$ cat src/sv/bqf_pkg.sv
package bqf_pkg;

	// Register file
	localparam int CFG_BITS     = 32;
	localparam int CFG_IDX_BITS = 2;

	typedef enum logic [CFG_IDX_BITS-1:0] {
		REG_FILTER_MODE = 2'd0,
		REG_COS_W0      = 2'd1,
		REG_ALPHA       = 2'd2
	} reg_idx_t;

	// Normalized coefficients: signed, 34 bits
	localparam int COEF_BITS = 34;
	localparam int NUM_COEFS = 5;
	localparam int COEF_IDX_BITS = 3;

	localparam logic [COEF_IDX_BITS-1:0] K_B0 = 3'd0;
	localparam logic [COEF_IDX_BITS-1:0] K_B1 = 3'd1;
	localparam logic [COEF_IDX_BITS-1:0] K_B2 = 3'd2;
	localparam logic [COEF_IDX_BITS-1:0] K_A1 = 3'd3;
	localparam logic [COEF_IDX_BITS-1:0] K_A2 = 3'd4;
	// one step past the last tap: pipeline drain
	localparam logic [COEF_IDX_BITS-1:0] K_DRAIN = 3'd5;

	// Divider: numerator magnitude, divisor, quotient and dividend widths
	localparam int NUM_BITS = 35;
	localparam int MAG_BITS = 34;
	localparam int DEN_BITS = 34;
	localparam int QUO_BITS = 34;
	localparam int DVD_BITS = 64;
	localparam int ITER_BITS = 6;

	// 1.0 in the Q2.30 register format
	localparam logic [NUM_BITS-1:0] CFG_ONE = 35'h0_4000_0000;

	// warm-up length in samples
	localparam logic [1:0] WARMUP_LEN = 2'd3;

endpackage

$ cat src/sv/biquad_low_high_cut_filter_unit.sv
// Second-order high-pass / low-pass biquad (cookbook form) on signed samples.
// Software writes filter_mode, cos_w0 and alpha over the write port; after
// reset and after every register write the block divides the five cookbook
// coefficients by 1+alpha with one shift-subtract divider, one quotient bit per
// cycle, for four divisions (b2 copies b0), with in_ready low meanwhile. A
// sample word then passes from acceptance through ST_MAC (five products through
// the single multiplier and accumulator plus a drain step), ST_ROUND (rounding
// and saturation) and ST_RESULT, which hands the word to the output register.
// The output register lets a new sample be taken while the last result still
// waits. The first three samples return zero and seed the output history with
// the raw input.
module biquad_low_high_cut_filter_unit #(
	parameter int SAMPLE_BITS    = 24,
	parameter int COEF_FRAC_BITS = 30
) (
	input  logic                               clk,
	input  logic                               arst_n,
	input  logic                               cfg_write,
	input  logic [bqf_pkg::CFG_IDX_BITS-1:0]   cfg_index,
	input  logic [bqf_pkg::CFG_BITS-1:0]       cfg_data,
	input  logic                               in_valid,
	output logic                               in_ready,
	input  logic signed [SAMPLE_BITS-1:0]      sample_in,
	output logic                               out_valid,
	input  logic                               out_ready,
	output logic signed [SAMPLE_BITS-1:0]      sample_out
);
	import bqf_pkg::*;

	localparam int PROD_W = COEF_BITS + SAMPLE_BITS;
	localparam int ACC_W  = PROD_W + 3;
	localparam logic [ACC_W-1:0] RND_HALF = ACC_W'(1) << (COEF_FRAC_BITS - 1);
	localparam logic signed [ACC_W-1:0] SAT_MAX =
		{{(ACC_W - SAMPLE_BITS + 1){1'b0}}, {(SAMPLE_BITS - 1){1'b1}}};
	localparam logic signed [ACC_W-1:0] SAT_MIN = ~SAT_MAX;
	localparam logic [ITER_BITS-1:0] LAST_ITER = ITER_BITS'(QUO_BITS - 1);

	typedef enum logic [2:0] {
		ST_IDLE,
		ST_DIV_LOAD,
		ST_DIV_RUN,
		ST_DIV_STORE,
		ST_MAC,
		ST_ROUND,
		ST_RESULT
	} state_t;

	state_t state_q;

	// configuration registers
	logic                        mode_q;
	logic signed [CFG_BITS-1:0]  cos_w0_q;
	logic [CFG_BITS-1:0]         alpha_q;

	// sequencer
	logic [COEF_IDX_BITS-1:0]    div_k_q;
	logic [ITER_BITS-1:0]        iter_q;
	logic [COEF_IDX_BITS-1:0]    tap_q;
	logic [1:0]                  warm_q;
	logic                        warm_item_q;
	logic                        out_valid_q;

	// datapath
	logic signed [COEF_BITS-1:0]   coef_q [NUM_COEFS];
	logic signed [SAMPLE_BITS-1:0] x_q;
	logic signed [SAMPLE_BITS-1:0] xh0_q, xh1_q, yh0_q, yh1_q;
	logic signed [SAMPLE_BITS-1:0] y_q;
	logic signed [SAMPLE_BITS-1:0] sample_out_q;
	logic signed [PROD_W-1:0]      p_s1;
	logic                          sub_s1;
	logic signed [ACC_W-1:0]       acc_q;
	logic [DEN_BITS-1:0]           den_q;
	logic [DEN_BITS-1:0]           rem_q;
	logic [QUO_BITS-1:0]           dq_q;
	logic                          neg_q;

	logic cfg_hit;
	logic out_load;
	assign cfg_hit  = cfg_write && (cfg_index == REG_FILTER_MODE || cfg_index == REG_COS_W0 ||
		cfg_index == REG_ALPHA);
	assign out_load = (state_q == ST_RESULT) && !cfg_hit && (!out_valid_q || out_ready);

	assign in_ready   = (state_q == ST_IDLE);
	assign out_valid  = out_valid_q;
	assign sample_out = sample_out_q;

	// divider setup: numerator and divisor for the coefficient in hand
	logic signed [NUM_BITS-1:0] c_ext, a_ext, bsum, num;
	logic [MAG_BITS-1:0]        mag;
	logic [DEN_BITS-1:0]        a0, den;
	logic [DVD_BITS-1:0]        dividend;

	always_comb begin
		c_ext = NUM_BITS'(cos_w0_q);
		a_ext = $signed({{(NUM_BITS - CFG_BITS){1'b0}}, alpha_q});
		bsum  = mode_q ? ($signed(CFG_ONE) - c_ext) : ($signed(CFG_ONE) + c_ext);
		unique case (div_k_q)
			K_B0:    num = bsum;
			K_B1:    num = mode_q ? bsum : -bsum;
			K_A1:    num = -(c_ext <<< 1);
			K_A2:    num = $signed(CFG_ONE) - a_ext;
			default: num = bsum;
		endcase
		mag      = num[NUM_BITS-1] ? MAG_BITS'(-num) : MAG_BITS'(num);
		a0       = DEN_BITS'(CFG_ONE) + DEN_BITS'(alpha_q);
		den      = (div_k_q == K_B0) ? (a0 << 1) : a0;
		dividend = (DVD_BITS'(mag) << COEF_FRAC_BITS) + DVD_BITS'(den >> 1);
	end

	// divider step: one quotient bit
	logic [DEN_BITS:0] rs, rdiff;
	logic              rge;
	always_comb begin
		rs    = {rem_q, dq_q[QUO_BITS-1]};
		rge   = rs >= {1'b0, den_q};
		rdiff = rs - {1'b0, den_q};
	end

	// tap select for the multiplier
	logic signed [COEF_BITS-1:0]   mul_a;
	logic signed [SAMPLE_BITS-1:0] mul_b;
	logic signed [PROD_W-1:0]      prod;
	always_comb begin
		unique case (tap_q)
			K_B0:    begin mul_a = coef_q[0]; mul_b = x_q;   end
			K_B1:    begin mul_a = coef_q[1]; mul_b = xh0_q; end
			K_B2:    begin mul_a = coef_q[2]; mul_b = xh1_q; end
			K_A1:    begin mul_a = coef_q[3]; mul_b = yh0_q; end
			K_A2:    begin mul_a = coef_q[4]; mul_b = yh1_q; end
			default: begin mul_a = coef_q[0]; mul_b = x_q;   end
		endcase
		prod = mul_a * mul_b;
	end

	// round to nearest (ties up) and saturate
	logic signed [ACC_W-1:0]       rnd_sum, rnd_sh;
	logic signed [SAMPLE_BITS-1:0] y_sat;
	always_comb begin
		rnd_sum = acc_q + $signed(RND_HALF);
		rnd_sh  = rnd_sum >>> COEF_FRAC_BITS;
		if (rnd_sh > SAT_MAX) begin
			y_sat = SAT_MAX[SAMPLE_BITS-1:0];
		end else if (rnd_sh < SAT_MIN) begin
			y_sat = SAT_MIN[SAMPLE_BITS-1:0];
		end else begin
			y_sat = rnd_sh[SAMPLE_BITS-1:0];
		end
	end

	// sequencer, registers, history and output valid
	always_ff @(posedge clk or negedge arst_n) begin
		if (!arst_n) begin
			state_q     <= ST_DIV_LOAD;
			mode_q      <= 1'b0;
			cos_w0_q    <= CFG_BITS'(CFG_ONE);
			alpha_q     <= '0;
			div_k_q     <= K_B0;
			iter_q      <= '0;
			tap_q       <= K_B0;
			warm_q      <= '0;
			warm_item_q <= 1'b0;
			out_valid_q <= 1'b0;
			xh0_q       <= '0;
			xh1_q       <= '0;
			yh0_q       <= '0;
			yh1_q       <= '0;
		end else begin
			if (out_valid_q && out_ready && !out_load) begin
				out_valid_q <= 1'b0;
			end
			if (cfg_hit) begin
				unique case (cfg_index)
					REG_FILTER_MODE: mode_q   <= cfg_data[0];
					REG_COS_W0:      cos_w0_q <= cfg_data;
					REG_ALPHA:       alpha_q  <= cfg_data;
					default:         ;
				endcase
				// coefficients follow every write
				state_q <= ST_DIV_LOAD;
				div_k_q <= K_B0;
			end else begin
				unique case (state_q)
					ST_IDLE: begin
						if (in_valid) begin
							warm_item_q <= (warm_q != WARMUP_LEN);
							tap_q       <= K_B0;
							state_q     <= (warm_q != WARMUP_LEN) ? ST_RESULT : ST_MAC;
						end
					end
					ST_DIV_LOAD: begin
						iter_q  <= '0;
						state_q <= ST_DIV_RUN;
					end
					ST_DIV_RUN: begin
						iter_q <= iter_q + 1'b1;
						if (iter_q == LAST_ITER) begin
							state_q <= ST_DIV_STORE;
						end
					end
					ST_DIV_STORE: begin
						if (div_k_q == K_A2) begin
							state_q <= ST_IDLE;
						end else begin
							div_k_q <= (div_k_q == K_B1) ? K_A1 : div_k_q + 1'b1;
							state_q <= ST_DIV_LOAD;
						end
					end
					ST_MAC: begin
						tap_q <= tap_q + 1'b1;
						if (tap_q == K_DRAIN) begin
							state_q <= ST_ROUND;
						end
					end
					ST_ROUND: begin
						state_q <= ST_RESULT;
					end
					ST_RESULT: begin
						if (out_load) begin
							out_valid_q <= 1'b1;
							xh1_q       <= xh0_q;
							xh0_q       <= x_q;
							yh1_q       <= yh0_q;
							yh0_q       <= warm_item_q ? x_q : y_q;
							if (warm_item_q) begin
								warm_q <= warm_q + 1'b1;
							end
							state_q <= ST_IDLE;
						end
					end
					default: state_q <= ST_IDLE;
				endcase
			end
		end
	end

	// datapath registers
	always_ff @(posedge clk) begin
		if (in_valid && in_ready) begin
			x_q   <= sample_in;
			acc_q <= '0;
		end
		if (state_q == ST_DIV_LOAD) begin
			neg_q <= num[NUM_BITS-1];
			den_q <= den;
			rem_q <= DEN_BITS'(dividend >> QUO_BITS);
			dq_q  <= dividend[QUO_BITS-1:0];
		end
		if (state_q == ST_DIV_RUN) begin
			rem_q <= rge ? rdiff[DEN_BITS-1:0] : rs[DEN_BITS-1:0];
			dq_q  <= {dq_q[QUO_BITS-2:0], rge};
		end
		if (state_q == ST_DIV_STORE) begin
			coef_q[div_k_q] <= neg_q ? -$signed(dq_q) : $signed(dq_q);
			if (div_k_q == K_B0) begin
				coef_q[K_B2] <= neg_q ? -$signed(dq_q) : $signed(dq_q);
			end
		end
		if (state_q == ST_MAC) begin
			if (tap_q != K_DRAIN) begin
				p_s1   <= prod;
				sub_s1 <= (tap_q == K_A1) || (tap_q == K_A2);
			end
			if (tap_q != K_B0) begin
				acc_q <= sub_s1 ? acc_q - ACC_W'(p_s1) : acc_q + ACC_W'(p_s1);
			end
		end
		if (state_q == ST_ROUND) begin
			y_q <= y_sat;
		end
		if (out_load) begin
			sample_out_q <= warm_item_q ? '0 : y_q;
		end
	end

`ifndef SYNTHESIS
	a_accept_drops_ready: assert property (@(posedge clk) disable iff (!arst_n)
		in_valid && in_ready && !cfg_hit |=> !in_ready)
		else $error("in_ready still high after a word was accepted");

	a_cfg_recomputes: assert property (@(posedge clk) disable iff (!arst_n)
		cfg_hit |=> !in_ready && state_q == ST_DIV_LOAD)
		else $error("register write did not restart coefficient update");

	a_warm_monotonic: assert property (@(posedge clk) disable iff (!arst_n)
		warm_q != WARMUP_LEN |=> warm_q >= $past(warm_q))
		else $error("warm-up counter went backwards");

	a_warm_zero_out: assert property (@(posedge clk) disable iff (!arst_n)
		out_load && warm_item_q |=> out_valid && sample_out == '0)
		else $error("warm-up word is not zero");
`endif

endmodule
$ cat config.mk
export PLATFORM = sky130hd
export DESIGN_NAME = biquad_low_high_cut_filter_unit
export DESIGN_NICKNAME = d
export VERILOG_FILES = /design/src/sv/bqf_pkg.sv /design/src/sv/biquad_low_high_cut_filter_unit.sv
export SDC_FILE = /design/constraint.sdc
export NUM_CORES = 2
export LEC_CHECK = 0
export ABC_AREA = 1
export BUFFER_PORTS_ARGS = -buffer_cell sky130_fd_sc_hd__buf_2
export CORE_MARGIN = 10
export CORE_UTILIZATION = 64
export DETAILED_ROUTE_END_ITERATION = 12
export PLACE_DENSITY = 0.8
export SLEW_MARGIN = 15
export SYNTH_ARGS = -nofsm -noshare
export SYNTH_HDL_FRONTEND = slang
export SYNTH_SLANG_ARGS = --single-unit
export TNS_END_PERCENT = 30
$ cat constraint.sdc
create_clock -name clk -period 18.57 [get_ports clk]
set_input_delay 3.714 -clock clk [delete_from_list [all_inputs] [get_ports clk]]
set_output_delay 3.714 -clock clk [all_outputs]
set_load 0.01 [all_outputs]
==> flow_metrics.tcl <==
set metrics [dict create \
    outcome "finished, final reports clean" \
    fin_crit_sh_pct 62.07 \
    yosys_register_bits 645 \
    drive_gt1_share_pct 5.945 \
    ctsLongestPathBuffers 3 \
    synth_enable_flop_cells 404 \
    cp.arrival_ns 11.91 \
    cts_resized 0 \
    register_area_mm2 0.01786 \
    cp.required_ns 18.95 \
    dp_hpwl_mm 168.2 \
    die_w_um 344.4 \
    grt_usage_pct 36.33 \
    drt_iter0_markers 6706 \
    grt-ovfl-total 0 \
    htreeDepth 3 \
    num_rows 118 \
    fin_crit_ns 11.53 \
    synthTopCellsByCount "nand2_1 (1,758), inv_1 (1,495), nor2_1 (897)" \
    crit_type "flop to flop" \
    dieArea_mm2 0.1186 \
    syn_inst 8267 \
    synth.top_cell.area_share_pct 24.67 \
    finish.net_count 9391 \
    grt_setup_unrepaired "no" \
    worst_slew_pin_slew_ns 1.160 \
    grt_max_degree 116 \
    dp_cells 9534 \
    grt_pass1_wl_mm 330.0 \
    hold_class "flop to flop" \
    syn_area_mm2 0.06734 \
    synth_async_sr_flop_share_pct 27.91 \
    cts_hold_buffers 0 \
    clk_pin_slew_ns 0.06 \
    worstPathMaxFanout 84 \
    syn_avg_cell_area_um2 8.146 \
    tns_ns 0 \
    start_util_pct 64.79 \
    synth_cell_types 69 \
    critPathMaxStageDelay_ns 0.78 \
    vias 57630 \
    synth_area_leaders "fa_1 (25%), edfxtp_1 (18%), nand2_1 (9.8%)" \
    relSlewSlack_pct 21.85 \
    portBuffers 88 \
    cts_setup_buffers 0 \
    ys.flop_type "edfxtp_1" \
    root_buffer "clkbuf_16" \
    fillers 8491 \
    dr.pass1.iters 10 \
    pin_count 89 \
    ys_warn_count 0 \
    stdcell_count 9656 \
    clock.fmax_mhz 86.75 \
    setup_viol 0 \
    antenna_found_initial 5 \
    die_h_um 344.4 \
    hold_viol 0 \
    grt_pass1_vias 56650 \
    synth_area_leader_cell "fa_1" \
    drv_cap 0 \
    synth_most_common_cell "nand2_1" \
    finish.utilization_pct 68.62 \
    ys_seq_area_share_pct 26.52 \
    drc 0 \
    syn2layout_area_growth_pct 5.912 \
    syn_nets 9435 \
    wl_per_cell_um 22.31 \
    cts_made_buffers 67 \
    multi_input_area_mm2 0.04263 \
    cp_slowest_cell "fa_1" \
    endpoint_kind "flop" \
    core_area_mm2 0.1039 \
    cts_tree "yes" \
    route.antenna.remaining_nets 0 \
    skew_ns 0.04306 \
    clk_latency_ns 0.64 \
    worstSetupStartpointType "flop" \
    drt_wl_total_mm 215.4 \
    clock_sinks 645 \
    rrSetupSlack_ns 7.04 \
    vias_per_cell 5.969 \
    final_max_slew_viol_count 0 \
    antenna_cells 0 \
    gp_congestion 1.063 \
]
logic make-up (layout without fill, tap and decap cells):
family	Yosys count	count (layout)	share of synthesized area, %
AND/OR/NAND/NOR	3334	3334	20.70
buffers and inverters	1839	1848	10.40
flip-flops	645	645	26.52
AO/OA/AOI/OAI	1095	1095	9.359
XOR/XNOR	249	249	3.239
adder cells (fa/ha/maj)	1105	1105	29.78
flip-flops by register name (all words and copies together), names as in the netlist, 32 cells and up:
name	flops
coef_q	170
den_q	34
acc_q	61
alpha_q	32
cos_w0_q	32
p_s1	58
rem_q	34
dq_q	34
final timing paths:
check,cells past startpoint,start,end
worst max-delay path,34,tap_q[1],p_s1[55]
worst min-delay path,2,acc_q[10],acc_q[10]
worst max register to register,34,tap_q[1],p_s1[55]
worst min register to register,2,acc_q[10],acc_q[10]
max in group asynchronous,3,arst_n,xh1_q[2]
min in group asynchronous,1,arst_n,cos_w0_q[26]
through the flow:
step	hold slack, ns	instance area, um2	setup WS, ns
2_1_floorplan	0.4398	67340	9.834
3_3_place_gp	0.4507	69190	7.336
3_5_place_dp	0.4662	69190	7.161
4_1_cts	0.4774	71320	7.159
5_1_grt	0.4951	71320	6.360
6_report	0.4808	71320	7.043
metal layers:
layer  global-route usage [%]  share of wire [%]  up-vias
met1                    48.32                 39    27860
met2                    54.72                 43     3292
met3                    12.07                 13      594
met5                   0.2450              0.053        -
li1                         -                  -    25880
met4                    14.55                4.9       10
critical path, delay by kind of cell, from the launching register on:
kind | cells | cell delay (ns)
compound gates | 4 | 0.95
fa+ha+maj | 9 | 4.59
flops | 1 | 0.38
buf+inv | 10 | 2.95
xor+xnor | 1 | 0.09
simple gates | 10 | 2.17
layout by cell type, fill, tap and decap left out, types with 21 or more instances in the layout:
| cell | n |
|---|---|
| a21oi_1 | 265 |
| a221oi_1 | 61 |
| a31oi_1 | 54 |
| buf_2 | 87 |
| buf_4 | 100 |
| clkbuf_16 | 68 |
| clkinv_1 | 22 |
| dfrtp_1 | 178 |
| dfxtp_1 | 61 |
| edfxtp_1 | 404 |
| fa_1 | 830 |
| ha_1 | 273 |
| inv_1 | 1494 |
| inv_2 | 28 |
| nand2_1 | 1756 |
| nand2_2 | 36 |
| nand3_1 | 384 |
| nand4_1 | 74 |
| nor2_1 | 895 |
| nor2_2 | 40 |
| nor3_1 | 41 |
| nor4_1 | 21 |
| o211ai_1 | 48 |
| o21ai_0 | 461 |
| o21ai_1 | 62 |
| o21ai_2 | 21 |
| o221ai_1 | 31 |
| xnor2_1 | 89 |
| xor2_1 | 160 |
final cells by class:
class                      count  share of cell area (%)
multi-input combinational   5783                   59.77
sequential                   645                   25.04
inverter                    1538                   8.098
clock buffer                  88                   2.547
tap                         1380                   2.421
timing repair buffer         188                   1.682
clock inverter                34                  0.4403
Power is left out: the tool's default activity adds up to more than one toggle a clock period on the data nets, which glitch-free logic cannot reach.
